==> src/rrba_pkg.sv <==
// shared types and constants for the rotating rectangle blit addresser
package rrba_pkg;

    // field widths
    localparam int COORD_W = 10;
    localparam int EXT_W   = 11;
    localparam int COLOR_W = 16;
    localparam int INDEX_W = 19;

    // command queue depth between front and back, a power of two
    localparam int QUEUE_DEPTH = 4;

    // operation codes
    localparam logic OP_OPEN  = 1'b0;
    localparam logic OP_PIXEL = 1'b1;

    // mode codes
    localparam logic [1:0] MODE_FILL   = 2'd0;
    localparam logic [1:0] MODE_COPY   = 2'd1;
    localparam logic [1:0] MODE_ROTATE = 2'd2;

    // result status codes
    typedef enum logic [2:0] {
        ST_OK     = 3'd0,
        ST_EMPTY  = 3'd1,
        ST_BOUNDS = 3'd2,
        ST_TALL   = 3'd3,
        ST_IDLE   = 3'd4
    } status_t;

    // payload of one input beat, apart from the operation
    typedef struct packed {
        logic [1:0]         mode;
        logic [COORD_W-1:0] x_origin;
        logic [COORD_W-1:0] y_origin;
        logic [COORD_W-1:0] rect_width;
        logic [COORD_W-1:0] rect_height;
        logic [COLOR_W-1:0] fill_color;
        logic [COLOR_W-1:0] pixel_value;
    } item_t;

    // classified command handed from front to back
    typedef struct packed {
        logic               write;
        logic               last;
        status_t            status;
        logic [EXT_W-1:0]   mul_op;
        logic [EXT_W-1:0]   addend;
        logic [COLOR_W-1:0] data;
    } cmd_t;

endpackage

==> src/rrba_front.sv <==
// front end: checks opens, tracks the open rectangle and issues commands
module rrba_front #(
    parameter int PHYS_WIDTH       = 480,
    parameter int PHYS_HEIGHT      = 800,
    parameter int ROTATE_MAX_LINES = 64
) (
    input  logic            aclk,
    input  logic            aresetn,
    input  logic            in_valid,
    output logic            in_ready,
    input  logic            in_op,
    input  rrba_pkg::item_t in_item,
    input  logic            queue_full,
    output logic            push,
    output rrba_pkg::cmd_t  cmd
);
    import rrba_pkg::*;

    localparam logic [EXT_W-1:0] PW_C   = EXT_W'(PHYS_WIDTH);
    localparam logic [EXT_W-1:0] PH_C   = EXT_W'(PHYS_HEIGHT);
    localparam logic [EXT_W-1:0] ROT_C  = EXT_W'(ROTATE_MAX_LINES);
    localparam logic [EXT_W-1:0] PW_M1  = EXT_W'(PHYS_WIDTH - 1);

    logic               active_reg, active_next;
    logic [1:0]         mode_reg, mode_next;
    logic [COORD_W-1:0] ox_reg, ox_next;
    logic [COORD_W-1:0] oy_reg, oy_next;
    logic [COORD_W-1:0] width_reg, width_next;
    logic [COORD_W-1:0] height_reg, height_next;
    logic [COLOR_W-1:0] color_reg, color_next;
    logic [COORD_W-1:0] row_reg, row_next;
    logic [COORD_W-1:0] col_reg, col_next;

    logic [EXT_W-1:0]   x_end, y_end, lim_x, lim_y;
    logic [EXT_W-1:0]   row_pos, col_pos;
    logic               col_wrap, row_wrap;
    status_t            open_status;

    assign in_ready = !queue_full;
    assign push     = in_valid && in_ready;

    // open checks
    always_comb begin
        x_end = EXT_W'(in_item.x_origin) + EXT_W'(in_item.rect_width);
        y_end = EXT_W'(in_item.y_origin) + EXT_W'(in_item.rect_height);
        lim_x = (in_item.mode == MODE_ROTATE) ? PH_C : PW_C;
        lim_y = (in_item.mode == MODE_ROTATE) ? PW_C : PH_C;
        priority if (in_item.mode != MODE_FILL && in_item.mode != MODE_COPY &&
                     in_item.mode != MODE_ROTATE) begin
            open_status = ST_BOUNDS;
        end else if (in_item.rect_width == '0 || in_item.rect_height == '0) begin
            open_status = ST_EMPTY;
        end else if (x_end > lim_x || y_end > lim_y) begin
            open_status = ST_BOUNDS;
        end else if (in_item.mode == MODE_ROTATE &&
                     EXT_W'(in_item.rect_height) > ROT_C) begin
            open_status = ST_TALL;
        end else begin
            open_status = ST_OK;
        end
    end

    // pixel position and command build, plus next state
    always_comb begin
        row_pos  = EXT_W'(oy_reg) + EXT_W'(row_reg);
        col_pos  = EXT_W'(ox_reg) + EXT_W'(col_reg);
        col_wrap = (EXT_W'(col_reg) + EXT_W'(1)) >= EXT_W'(width_reg);
        row_wrap = (EXT_W'(row_reg) + EXT_W'(1)) >= EXT_W'(height_reg);

        active_next = active_reg;
        mode_next   = mode_reg;
        ox_next     = ox_reg;
        oy_next     = oy_reg;
        width_next  = width_reg;
        height_next = height_reg;
        color_next  = color_reg;
        row_next    = row_reg;
        col_next    = col_reg;

        cmd        = '0;
        cmd.status = ST_OK;

        if (in_op == OP_OPEN) begin
            cmd.status = open_status;
            if (open_status == ST_OK) begin
                active_next = 1'b1;
                mode_next   = in_item.mode;
                ox_next     = in_item.x_origin;
                oy_next     = in_item.y_origin;
                width_next  = in_item.rect_width;
                height_next = in_item.rect_height;
                color_next  = in_item.fill_color;
                row_next    = '0;
                col_next    = '0;
            end else begin
                active_next = 1'b0;
            end
        end else if (!active_reg) begin
            cmd.status = ST_IDLE;
        end else begin
            cmd.write = 1'b1;
            if (mode_reg == MODE_ROTATE) begin
                cmd.mul_op = col_pos;
                cmd.addend = PW_M1 - row_pos;
            end else begin
                cmd.mul_op = row_pos;
                cmd.addend = col_pos;
            end
            cmd.data = (mode_reg == MODE_FILL) ? color_reg : in_item.pixel_value;
            if (col_wrap) begin
                col_next = '0;
                if (row_wrap) begin
                    cmd.last    = 1'b1;
                    active_next = 1'b0;
                    row_next    = '0;
                end else begin
                    row_next = row_reg + COORD_W'(1);
                end
            end else begin
                col_next = col_reg + COORD_W'(1);
            end
        end
    end

    // control state
    always_ff @(posedge aclk) begin
        if (!aresetn) begin
            active_reg <= 1'b0;
            mode_reg   <= MODE_FILL;
            row_reg    <= '0;
            col_reg    <= '0;
            width_reg  <= '0;
            height_reg <= '0;
        end else if (push) begin
            active_reg <= active_next;
            mode_reg   <= mode_next;
            row_reg    <= row_next;
            col_reg    <= col_next;
            width_reg  <= width_next;
            height_reg <= height_next;
        end
    end

    // held rectangle payload
    always_ff @(posedge aclk) begin
        if (push) begin
            ox_reg    <= ox_next;
            oy_reg    <= oy_next;
            color_reg <= color_next;
        end
    end

    // the final write closes the rectangle
    assert property (@(posedge aclk) disable iff (!aresetn)
        (push && cmd.last) |=> !active_reg)
        else $error("rectangle still open after its last write");

    // an open rectangle never has an empty size
    assert property (@(posedge aclk) disable iff (!aresetn)
        active_reg |-> (width_reg != '0 && height_reg != '0))
        else $error("open rectangle with zero size");

    // column counter stays inside the row
    assert property (@(posedge aclk) disable iff (!aresetn)
        active_reg |-> (col_reg < width_reg))
        else $error("column counter beyond rectangle width");

endmodule

==> src/rrba_queue.sv <==
// short command queue between front and back
module rrba_queue (
    input  logic           aclk,
    input  logic           aresetn,
    input  logic           push,
    input  rrba_pkg::cmd_t push_cmd,
    output logic           full,
    input  logic           pop,
    output logic           not_empty,
    output rrba_pkg::cmd_t head_cmd
);
    import rrba_pkg::*;

    localparam int PTR_W = $clog2(QUEUE_DEPTH);

    cmd_t             entry_reg [QUEUE_DEPTH];
    logic [PTR_W-1:0] wr_ptr_reg, rd_ptr_reg;
    logic [PTR_W:0]   count_reg, count_next;
    logic             do_push, do_pop;

    assign full      = (count_reg == (PTR_W+1)'(QUEUE_DEPTH));
    assign not_empty = (count_reg != '0);
    assign do_push   = push && !full;
    assign do_pop    = pop && not_empty;
    assign head_cmd  = entry_reg[rd_ptr_reg];

    // occupancy
    always_comb begin
        count_next = count_reg;
        unique case ({do_push, do_pop})
            2'b10:   count_next = count_reg + (PTR_W+1)'(1);
            2'b01:   count_next = count_reg - (PTR_W+1)'(1);
            default: count_next = count_reg;
        endcase
    end

    // pointers
    always_ff @(posedge aclk) begin
        if (!aresetn) begin
            wr_ptr_reg <= '0;
            rd_ptr_reg <= '0;
            count_reg  <= '0;
        end else begin
            if (do_push) wr_ptr_reg <= wr_ptr_reg + PTR_W'(1);
            if (do_pop)  rd_ptr_reg <= rd_ptr_reg + PTR_W'(1);
            count_reg <= count_next;
        end
    end

    // entry storage
    always_ff @(posedge aclk) begin
        if (do_push) begin
            entry_reg[wr_ptr_reg] <= push_cmd;
        end
    end

    // occupancy never exceeds the depth
    assert property (@(posedge aclk) disable iff (!aresetn)
        count_reg <= (PTR_W+1)'(QUEUE_DEPTH))
        else $error("command queue overflow");

endmodule

==> src/rrba_back.sv <==
// back end: forms the framebuffer index and holds the result beat
module rrba_back #(
    parameter int PHYS_WIDTH = 480
) (
    input  logic                           aclk,
    input  logic                           aresetn,
    input  logic                           q_valid,
    input  rrba_pkg::cmd_t                 q_cmd,
    output logic                           q_pop,
    output logic                           out_valid,
    input  logic                           out_ready,
    output logic                           out_write,
    output logic [rrba_pkg::INDEX_W-1:0]   out_index,
    output logic [rrba_pkg::COLOR_W-1:0]   out_data,
    output logic                           out_last,
    output rrba_pkg::status_t              out_status
);
    import rrba_pkg::*;

    localparam logic [EXT_W-1:0] PW_C = EXT_W'(PHYS_WIDTH);

    logic                 a_valid_reg;
    cmd_t                 a_cmd_reg;
    logic [INDEX_W-1:0]   a_prod_reg;
    logic [2*EXT_W-1:0]   prod;

    logic                 o_valid_reg;
    logic                 o_write_reg;
    logic [INDEX_W-1:0]   o_index_reg, o_index_next;
    logic [COLOR_W-1:0]   o_data_reg;
    logic                 o_last_reg;
    status_t              o_status_reg;

    logic                 o_load, a_load;

    assign o_load = !o_valid_reg || out_ready;
    assign a_load = !a_valid_reg || o_load;
    assign q_pop  = q_valid && a_load;

    // row or column times the physical width
    assign prod         = (2*EXT_W)'(q_cmd.mul_op) * (2*EXT_W)'(PW_C);
    assign o_index_next = a_prod_reg + INDEX_W'(a_cmd_reg.addend);

    // stage valids
    always_ff @(posedge aclk) begin
        if (!aresetn) begin
            a_valid_reg <= 1'b0;
            o_valid_reg <= 1'b0;
        end else begin
            if (a_load) a_valid_reg <= q_valid;
            if (o_load) o_valid_reg <= a_valid_reg;
        end
    end

    // product stage and output register payload
    always_ff @(posedge aclk) begin
        if (a_load) begin
            a_cmd_reg  <= q_cmd;
            a_prod_reg <= INDEX_W'(prod);
        end
        if (o_load) begin
            o_write_reg  <= a_cmd_reg.write;
            o_index_reg  <= o_index_next;
            o_data_reg   <= a_cmd_reg.data;
            o_last_reg   <= a_cmd_reg.last;
            o_status_reg <= a_cmd_reg.status;
        end
    end

    assign out_valid  = o_valid_reg;
    assign out_write  = o_write_reg;
    assign out_index  = o_index_reg;
    assign out_data   = o_data_reg;
    assign out_last   = o_last_reg;
    assign out_status = o_status_reg;

    // beats without a write carry zero payload
    assert property (@(posedge aclk) disable iff (!aresetn)
        (o_valid_reg && !o_write_reg) |->
            (o_index_reg == '0 && o_data_reg == '0 && !o_last_reg))
        else $error("non-write beat with nonzero payload");

endmodule

==> src/rotating_rect_blit_addresser.sv <==
// Rotating rectangle blit address engine for a portrait framebuffer. An open beat
// (tuser 0) checks and latches a rectangle; each pixel beat (tuser 1) produces one
// framebuffer write with its physical index, either at the same position or, in the
// rotated mode, with logical (lx, ly) mapped to physical (PHYS_WIDTH-1-ly, lx).
// Every input beat yields exactly one result beat. One beat per cycle is sustained while
// tready stays high; a result passes through the command queue entry, the product stage
// and the output register. The index multiplier in the back end is the one stage that
// sets this pipeline depth; a four-entry command queue lets input and output stall
// independently.
module rotating_rect_blit_addresser #(
    parameter int PHYS_WIDTH       = 480,
    parameter int PHYS_HEIGHT      = 800,
    parameter int ROTATE_MAX_LINES = 64
) (
    input  logic        aclk,
    input  logic        aresetn,
    input  logic        s_axis_tvalid,
    output logic        s_axis_tready,
    // mode, x_origin, y_origin, rect_width, rect_height, fill_color, pixel_value
    input  logic [79:0] s_axis_tdata,
    // operation
    input  logic        s_axis_tuser,
    output logic        m_axis_tvalid,
    input  logic        m_axis_tready,
    // pixel_index, pixel_data
    output logic [39:0] m_axis_tdata,
    // write_valid, status
    output logic [3:0]  m_axis_tuser,
    // last_pixel
    output logic        m_axis_tlast
);
    import rrba_pkg::*;

    item_t              item;
    cmd_t               push_cmd, head_cmd;
    logic               push, full, not_empty, pop;
    logic               out_write;
    logic [INDEX_W-1:0] out_index;
    logic [COLOR_W-1:0] out_data;
    status_t            out_status;

    // unpack the input beat
    assign item.mode        = s_axis_tdata[1:0];
    assign item.x_origin    = s_axis_tdata[11:2];
    assign item.y_origin    = s_axis_tdata[21:12];
    assign item.rect_width  = s_axis_tdata[31:22];
    assign item.rect_height = s_axis_tdata[41:32];
    assign item.fill_color  = s_axis_tdata[57:42];
    assign item.pixel_value = s_axis_tdata[73:58];

    rrba_front #(
        .PHYS_WIDTH       (PHYS_WIDTH),
        .PHYS_HEIGHT      (PHYS_HEIGHT),
        .ROTATE_MAX_LINES (ROTATE_MAX_LINES)
    ) u_front (
        .aclk       (aclk),
        .aresetn    (aresetn),
        .in_valid   (s_axis_tvalid),
        .in_ready   (s_axis_tready),
        .in_op      (s_axis_tuser),
        .in_item    (item),
        .queue_full (full),
        .push       (push),
        .cmd        (push_cmd)
    );

    rrba_queue u_queue (
        .aclk      (aclk),
        .aresetn   (aresetn),
        .push      (push),
        .push_cmd  (push_cmd),
        .full      (full),
        .pop       (pop),
        .not_empty (not_empty),
        .head_cmd  (head_cmd)
    );

    rrba_back #(
        .PHYS_WIDTH (PHYS_WIDTH)
    ) u_back (
        .aclk       (aclk),
        .aresetn    (aresetn),
        .q_valid    (not_empty),
        .q_cmd      (head_cmd),
        .q_pop      (pop),
        .out_valid  (m_axis_tvalid),
        .out_ready  (m_axis_tready),
        .out_write  (out_write),
        .out_index  (out_index),
        .out_data   (out_data),
        .out_last   (m_axis_tlast),
        .out_status (out_status)
    );

    // pack the result beat
    assign m_axis_tdata = {5'b0, out_data, out_index};
    assign m_axis_tuser = {out_status, out_write};

endmodule

==> config.mk <==
export PLATFORM = sky130hd
export DESIGN_NAME = rotating_rect_blit_addresser
export DESIGN_NICKNAME = d
export VERILOG_FILES = /design/src/rrba_pkg.sv /design/src/rrba_front.sv /design/src/rrba_queue.sv /design/src/rrba_back.sv /design/src/rotating_rect_blit_addresser.sv
export SDC_FILE = /design/constraint.sdc
export NUM_CORES = 1
export LEC_CHECK = 0
export BUFFER_PORTS_ARGS = -buffer_cell sky130_fd_sc_hd__buf_2
export CAP_MARGIN = 5
export CORE_ASPECT_RATIO = 1.1
export CORE_MARGIN = 4
export CORE_UTILIZATION = 60
export CTS_BUF_LIST = sky130_fd_sc_hd__clkbuf_16
export DETAILED_ROUTE_END_ITERATION = 10
export GPL_ROUTABILITY_DRIVEN = 0
export PLACE_DENSITY = 0.77
export SLEW_MARGIN = 30
export SYNTH_ARGS = -nofsm -noshare
export SYNTH_HDL_FRONTEND = slang
export SYNTH_SLANG_ARGS = --single-unit
==> constraint.sdc <==
create_clock -name aclk -period 6 [get_ports aclk]
set_clock_uncertainty 0.2 [all_clocks]
set_input_delay 0.3 -clock aclk [delete_from_list [all_inputs] [get_ports aclk]]
set_output_delay 0.3 -clock aclk [all_outputs]
set_load 0.1 [all_outputs]
After elaboration in Yosys (flattened, before gate mapping)
Memories as Yosys holds them, arrays and structs flattened. A register that Yosys moved wholly into a read port is not among the register bits.
Index checks and enable logic that the tools add are counted.
Storage, ports and cells
  flip-flop bits (word level): 174
  latch bits: 0
  RAM bits: 172
  ROM bits: 0
  input bits: 85
  output and inout bits: 47
  logic and storage cells: 115
  memories kept: 1
Operators by class
  $add $sub $neg: 14
  multipliers: 1
  divide/modulo/power cells: 0
  $lt $le $gt $ge: 5
  eq/ne operators: 9
  shift operators: 0
  mux-type cells: 34
  bitwise operators: 1
  reduce and logical (&&, ||, !) cells: 25
Memories
  u_queue.entry_reg: depth 4, width 43, read ports 1, clocked after memory_dff 1, write ports 1, line rrba_queue.sv:16  | cmd_t entry_reg [QUEUE_DEPTH];
Operators by type and width (count)
  10-bit 2-to-1 mux: 10
  38-bit 2-to-1 mux: 2
  10-bit by 10-bit adder with 11-bit output: 4
  10-bit by 1-bit adder with 11-bit output, second input constant: 2
  11-bit by 10-bit greater-or-equal comparator with 1-bit output: 2
  11-bit > comparator: 2
  22-bit 2-to-1 mux: 1
  10-bit by 1-bit adder with 10-bit output, second input constant: 2
  10-bit zero test: 2
  19-bit by 11-bit adder with 19-bit output: 1
  16-bit 2-to-1 mux: 1
  3-bit 2-to-1 mux: 5
  11-bit by 4-bit multiplier with 14-bit output, second input constant: 1
  9-bit by 11-bit subtractor with 11-bit output, first input constant: 1
  10-bit by 7-bit > comparator with 1-bit output, second input constant: 1
  2-bit 2-to-1 mux: 5
  1-bit 2-to-1 mux: 9
  1-bit logical AND: 7
  2-bit equality test, second input constant: 3
  2-bit by 1-bit != test with 1-bit output, second input constant: 3
  3-bit one-hot mux with 2 select lines: 1
  3-bit AND reduction: 2
  2-bit nonzero test: 3
  2-bit by 1-bit adder with 2-bit output, second input constant: 2
  other kinds (12): 17

Depth between registers and ports, before layout
Gate-level depths: netlist of run 1.
  depth in word-level cells: 10
  gate-level depth with buffers: 17
  depth with buffers taken out: 16

By module
From an unflattened synthesis of run 1, not the netlist that was laid out.
Second synthesis, totals
  cells, all modules: 1258
  area, all modules: 16932.5 um^2
By module, submodules not included
  rrba_queue: instances 1, cells each 277, area an instance 6757.7 um^2, sequential area each 5345.1 um^2
  rrba_front: instances 1, cells each 718, area an instance 6097.1 um^2, sequential area each 1941.9 um^2
  rrba_back: instances 1, cells each 256, area an instance 4028.9 um^2, sequential area each 2622.5 um^2
  rotating_rect_blit_addresser: instances 1, cells each 7, area an instance 48.8 um^2, sequential area each 0.0 um^2

Worst setup path before layout of run 1
Ideal clock, no wire load.
  path type: reg-to-reg
  from: register (tool-made name)
  to: register u_back.a_prod_reg[17] (data pin)
  library setup time: 0.258 ns
  arrival: 4.364 ns
  required time: 5.542 ns
  path slack: 1.178 ns
  stages on the path, launching flop included: 15
  path buffers: 2
  clock period less this slack: 4.822 ns
  path through: dfxtp_1 clkbuf_1 buf_1 mux4_2 fa_1 fa_1 fa_1 a21o_1 a21oi_1 o21bai_1 a21oi_1 o21ai_0 a21o_1 a21oi_1 xnor2_1
RTL lines
  to (signal assigned): line rrba_back.sv:59  | a_prod_reg <= INDEX_W'(prod);
  to (decl): line rrba_back.sv:24  | logic [INDEX_W-1:0] a_prod_reg;

Worst setup path in the final report of run 1
  from: input port s_axis_tdata[2]
  to: register u_front.width_reg[7]
On the way
  cells in the longest elaborated chain, start to end: 8
Ends and longest elaborated chain
  from (decl): line rotating_rect_blit_addresser.sv:20  | input logic [79:0] s_axis_tdata,
  10-bit by 10-bit adder with 11-bit output: line rrba_front.sv:44  | x_end = EXT_W'(in_item.x_origin) + EXT_W'(in_item.rect_width);
  11-bit > comparator: line rrba_front.sv:53  | end else if (x_end > lim_x || y_end > lim_y) begin
  1-bit logical OR: line rrba_front.sv:53
  3-bit 2-to-1 mux: line rrba_front.sv:53
  3-bit 2-to-1 mux: line rrba_front.sv:51  | end else if (in_item.rect_width == '0 || in_item.rect_height == '0) begin
  3-bit 2-to-1 mux: line rrba_front.sv:48  | priority if (in_item.mode != MODE_FILL && in_item.mode != MODE_COPY &&
  3-bit zero test: line rrba_front.sv:85  | if (open_status == ST_OK) begin
  3-bit AND reduction (no line)
  to (signal assigned): line rrba_front.sv:139  | width_reg <= width_next;
  to (decl): line rrba_front.sv:28  | logic [COORD_W-1:0] width_reg, width_next;
Every way passes these cells.
A chain may end at the register's enable or synchronous reset.

==> impl_metrics.toml, run 1 <==
[critical_path]
r2r_end = "u_back.a_prod_reg[17]$_DFFE_PN_"
cp-start-kind = "input port"
worst_setup_path_end_kind = "flop"
r2r_setup_slack_ns = 1.42
worstPathArrival_ns = 5.20
path_cells = "dlygate4sd3_1 -> buf_2 -> ha_1 -> inv_1 -> fa_1 -> nand2b_1 -> a211oi_2 -> nor2_1 -> xnor2_1 -> ha_1 -> nor4bb_1 -> o21ai_0 -> and4_1 -> nor4_1 -> and3b_1 -> nor2_1 -> nor3_4 -> buf_4 -> mux2i_1"
critical_path_required_ns = 6.23
critical_path.max_stage_delay_ns = 0.59
path_max_fanout = 13
timing_worst_setup_path_type = "in2reg"
slowest_stage = "nor3_4"
reg2reg_depth = 12

[power_and_ir_drop]
clockPowerShare_pct = 19.8
p_leak_uw = 0.00746
power.internal_uw = 6120
combPwrFrac_pct = 44.3
switching_power_uw = 3830
cellPowerDensity_nw_per_um2 = 509
vdd_drop_max_v = 0.000606
sequentialPowerShare_pct = 36.0
power_switching_share_pct = 38.5

[logic_synthesis]
syn_area_um2 = 16900
synth_cells = 1251
synth_edf_count = 294
ys_seq_area_share_pct = 58.5
ys.flop_type = "edfxtp_1"
yosysMostFrequentCell = "edfxtp_1"
synthArstFlopShare_pct = 0
synth_top_area_share_pct = 52.1
avgSynthCellArea_um2 = 13.5
ys_ff_latch = 348
synth_area_leaders = "edfxtp_1 52%, ha_1 7.1%, dfxtp_1 6.4%"
yosysWarnings = 0
synth_top_area_cell = "edfxtp_1"
ys_types = 75
synth_common_cells = "294 x edfxtp_1, 134 x nand2_1, 96 x ha_1, 83 x nor2_1, 77 x a21oi_1"

[global_route]
grt_pass1_vias = 10800
overflow = 0
antenna_found_initial = 0
grt_use_total_pct = 22.9
grt_pass1_wl_um = 56500
grt_start_max_net_pins = 51

[clocking]
cts_setup_buffers = 0
numCtsBuffers = 34
clock_latency_ns = 0.51
htree_levels = 2
root_buffer = "clkbuf_16"
cts_sinks = 348
clk_pin_slew_ns = 0.06
cts_tree = "yes"
cts_buffer_depth = 3
cts_resized = 0
ctsHoldBuffers = 60

[cells_and_area]
seqCellArea_um2 = 9910
drive_above_1_share_pct = 17.9
diodes = 0
syn2layout_area_growth_pct = 15.4
final_util_pct = 70.4
multi_input_area_um2 = 6630
final_nets = 1647
fillers = 1807
largest_reg_flops = 172

[floorplan]
die_x_um = 168
num_io_pins = 132
rows = 64
dieHeight_um = 184
dieArea_um2 = 31000
initial_core_util_pct = 61.0
core_area_um2 = 27800

[worst_hold_path]
whs_path_depth = 3
hold_end = "u_queue.entry_reg[2][8]$_DFFE_PP_"
hold_path_class = "in2reg"
min_from = "s_axis_tdata[66]"

[sta]
worst_pin_slew_ns = 0.737
period_minus_slack_ns = 4.96
setup_viol_count_final = 0
period_share_pct = 82.7
rsz0062_at_grt = "no"
hold_viol_final = 0
relSlewSlack_pct = 50.7
slew_violations = 0
tns_ns = 0
fmax_mhz = 202

[detailed_routing]
vias_per_cell = 5.84
drc_errors = 0
drt_iter0_markers = 1020
first_pass_iters = 5
avgRoutedWirePerCell_um = 19.3
via_count = 10700
finalWirelength_um = 35300
ant_nets = 0

[flow_run]
max_cap_violations = 0

[placement]
io_buffers = 120
hpwl_um = 22900

[status]
status = "finished clean"
[how the worst max path moves through the flow]
stage	depth (start not counted)	to	start	slack, ns
2_1_floorplan	14	u_back.a_prod_reg[17]$_DFFE_PN_	flop	1.18
3_5_place_dp	18	u_front.width_reg[7]$_SDFFE_PN0P_	s_axis_tdata[22]	1.05
6_report	19	u_front.width_reg[7]$_SDFFE_PN0P_	s_axis_tdata[2]	1.04
3_3_place_gp	18	u_front.width_reg[2]$_SDFFE_PN0P_	s_axis_tdata[22]	1.17
4_1_cts	19	u_front.width_reg[7]$_SDFFE_PN0P_	s_axis_tdata[22]	1.05
5_1_grt	19	u_front.mode_reg[1]$_SDFFE_PN0P_	s_axis_tdata[2]	0.64
[through the flow]
stage               hold WS, ns  setup WS, ns  power (uW)  cells  area, um^2
floorplan                 0.199          1.18        7220   1255       17000
detailed placement        0.205          1.05        7980   1708       17900
CTS                     0.00233          1.05       10000   1826       19600
global placement          0.201          1.17        7820   1708       17900
global route             0.0230         0.641       10500   1826       19600
finish                   0.0223          1.04        9950   1826       19600
[logic make-up after synthesis]
| group | Yosys count | synth area share [%] |
|---|---|---|
| compound gates | 205 | 8.74 |
| xor+xnor | 75 | 3.88 |
| fa+ha+maj | 121 | 10.0 |
| buf+inv | 102 | 2.53 |
| flops | 348 | 58.5 |
| mux | 67 | 7.15 |
| other cells | 1 | 0.0221 |
| simple gates | 332 | 9.12 |
[cells in the final DEF, fill, tap and decap left out, types with 8 or more instances in the layout]
cell type / instances
a21oi_1: 77
and3_1: 13
fa_1: 25
dfxtp_1: 52
ha_1: 96
nor2b_1: 10
nor2_1: 83
a221o_1: 8
xnor2_1: 50
o21bai_1: 10
mux2i_1: 22
edfxtp_1: 294
a211oi_1: 8
buf_2: 120
clkbuf_16: 34
xor2_1: 25
nand3_1: 25
nand2_1: 133
nor3_1: 11
a21o_1: 16
inv_1: 67
mux4_2: 43
dlygate4sd3_1: 60
buf_4: 13
o21ai_0: 18
[power groups by stage]
stage	sequential, uW	clock [uW]	combinational [uW]
floorplan	4570	0	2650
global placement	3590	0	4230
detailed placement	3620	0	4360
CTS	3580	2000	4430
global route	3620	2120	4810
finish	3580	1970	4400
[final cells by class]
class	instances	area share, %
multi-input cells	805	33.9
repair buffers	194	6.75
well taps	363	2.32
clock inverters	24	0.877
flip-flops and latches	348	50.7
clock buffers	34	4.35
inverters	58	1.11
[layer usage]
layer	track usage [%]	vias to the layer above	part of all wire, %
met2	41.0	402	51
met1	29.6	5154	40
met4	6.27	0	2.3
met5	0	-	0
met3	3.20	55	6.1
li1	-	5049	-
[critical path: cells and delay by family]
family | cells | cell delay, ns
AO/OA/AOI/OAI | 2 | 0.53
adder cells (fa/ha/maj) | 3 | 0.88
XOR/XNOR | 1 | 0.14
buffers and inverters | 4 | 1.06
AND/OR/NAND/NOR | 8 | 2.04
multiplexers | 1 | 0.22
(Power assumes the default switching activity.)
==> inputs of run 2 (changes only) <==
clock period = 5 ns   (was 6 ns; I/O delays follow)
==> run 2 against run 1 <==
Net effect:
- via count grew 2.9%
- cell count grew 1.3%
- combinational power grew 22%
- global-route usage grew 1.8 points
- register-to-register slack lost 0.93 ns
- sequential cell count is the same
- sequential power grew 21%
- critical path depth is the same
- sequential share of layout area shrank 0.87 points
==> impl_metrics.toml, run 2 (synthesized netlist as in run 1, its figures left out) <==
[critical_path]
path_max_fanout = 32
worst_setup_path_end_kind = "flop"
cp-start-kind = "input port"
startpoint = "s_axis_tdata[22]"
timing_worst_setup_path_type = "in2reg"
critical_path_required_ns = 5.00
worstPathArrival_ns = 4.71

[detailed_routing]
vias_per_cell = 5.93
drc_errors = 0
avgRoutedWirePerCell_um = 20.6
via_count = 11000
ant_nets = 0
drt_iter0_markers = 828
first_pass_iters = 6
finalWirelength_um = 38000

[power_and_ir_drop]
cellPowerDensity_nw_per_um2 = 621
vdd_drop_max_v = 0.000629
p_leak_uw = 0.00758

[cells_and_area]
syn2layout_area_growth_pct = 17.5
final_util_pct = 71.6
drive_above_1_share_pct = 18.7
final_cell_mix = "294 x edfxtp_1, 133 x nand2_1, 120 x buf_2"
final_nets = 1665
layout_commonest_cell = "edfxtp_1"
largest_reg_flops = 172

[clocking]
htree_levels = 2
cts_sinks = 348
numCtsBuffers = 34
clock_latency_ns = 0.53
root_buffer = "clkbuf_16"
clk_pin_slew_ns = 0.06
cts_tree = "yes"
cts_buffer_depth = 3

[global_route]
grt_start_max_net_pins = 51
grt_use_total_pct = 24.8
grt_pass1_vias = 11300
antenna_found_initial = 1
overflow = 0
grt_pass1_wl_um = 60500

[worst_hold_path]
min_from = "s_axis_tvalid"
hold_path_class = "in2reg"

[flow_run]
max_cap_violations = 0

[floorplan]
dieHeight_um = 184
num_io_pins = 132
rows = 64
die_x_um = 168
core_area_um2 = 27800
initial_core_util_pct = 61.0
dieArea_um2 = 31000

[sta]
period_minus_slack_ns = 4.71
setup_viol_count_final = 0
fin_ws_ns = 0.285
period_share_pct = 94.3
slew_violations = 0
tns_ns = 0
rsz0062_at_grt = "no"
relSlewSlack_pct = 49.2
hold_viol_final = 0
worst_pin_slew_ns = 0.762
fmax_mhz = 212

[placement]
io_buffers = 120
hpwl_um = 22900
pre_cts_ws_ns = 0.303

[status]
status = "finished clean"
-- run 2: cell count changes in the layout (fill, tap and decap cells not counted), sizes merged --
cell,change
dlygate4sd3,+15
diode,+1
inv,-6
bufinv,+3
clkinvlp,+4
clkbuf,+1
buf,+3
clkinv,+2
-- run 2: per-layer routing --
layer	track usage, %	vias up	share of wire, %
met1	31.0	5330	39
met2	44.3	477	51
met5	0	-	0
met3	3.35	83	5.8
li1	-	5083	-
met4	9.12	0	3.4
-- run 2: cell type report --
class | instances | area (um^2)
antenna | 1 | 2.50
clock buffer | 35 | 876
clock inverter | 27 | 293
fill | 1775 | 7890
inverter | 58 | 218
multi-input combinational | 805 | 6640
sequential | 348 | 9910
tap | 363 | 454
timing repair buffer | 212 | 1500
-- run 2: timing repair --
action | 4_1_cts | 5_1_grt
hold buffers | 75 | 0
hold endpoints to repair | 124 | 0
resized for setup | 0 | 2
buffers inserted | 0 | 0
endpoints found under the setup margin | 0 | 32
-- run 2: path summary, 6_finish.rpt --
path	cells after the start	endpoint	slack, ns
max	19	u_front.ox_reg[1]$_DFFE_PP_	0.29
min	4	u_queue.wr_ptr_reg[1]$_SDFFE_PN0P_	0.07
max reg2reg	12	u_back.a_prod_reg[17]$_DFFE_PN_	0.49
min reg2reg	0	u_back.out_data[8]$_DFFE_PP_	0.22
-- run 2: worst max-delay path, cell delays in order --
cell           delay (ns)
dlygate4sd3_1        0.53
buf_2                0.13
ha_1                 0.17
inv_1                0.06
fa_1                 0.40
nand2b_1             0.21
a211oi_4             0.34
nor2_1               0.10
xnor2_1              0.13
ha_1                 0.34
nor4bb_2             0.30
o21ai_0              0.12
and4_1               0.19
nor4_1               0.35
and3b_1              0.27
nor2_1               0.12
nor2_1               0.17
and4_2               0.28
buf_12               0.23
-- run 2: power breakdown --
part           total [uW]  leakage, uW  switching, uW  internal (uW)
registers            4320      0.00325            258           4060
logic                5370      0.00375           3420           1950
clock network        2660     0.000574           1110           1550
-- run 2: through the flow --
step	power, uW	area (um^2)	hold slack (ns)	std cells
after floorplan	8660	17000	0.149	1255
after global placement	9380	18000	0.201	1711
after detailed placement	9590	18000	0.207	1711
after CTS	12400	19900	0.0598	1848
after global routing	13000	19900	0.0848	1849
final	12300	19900	0.0737	1849
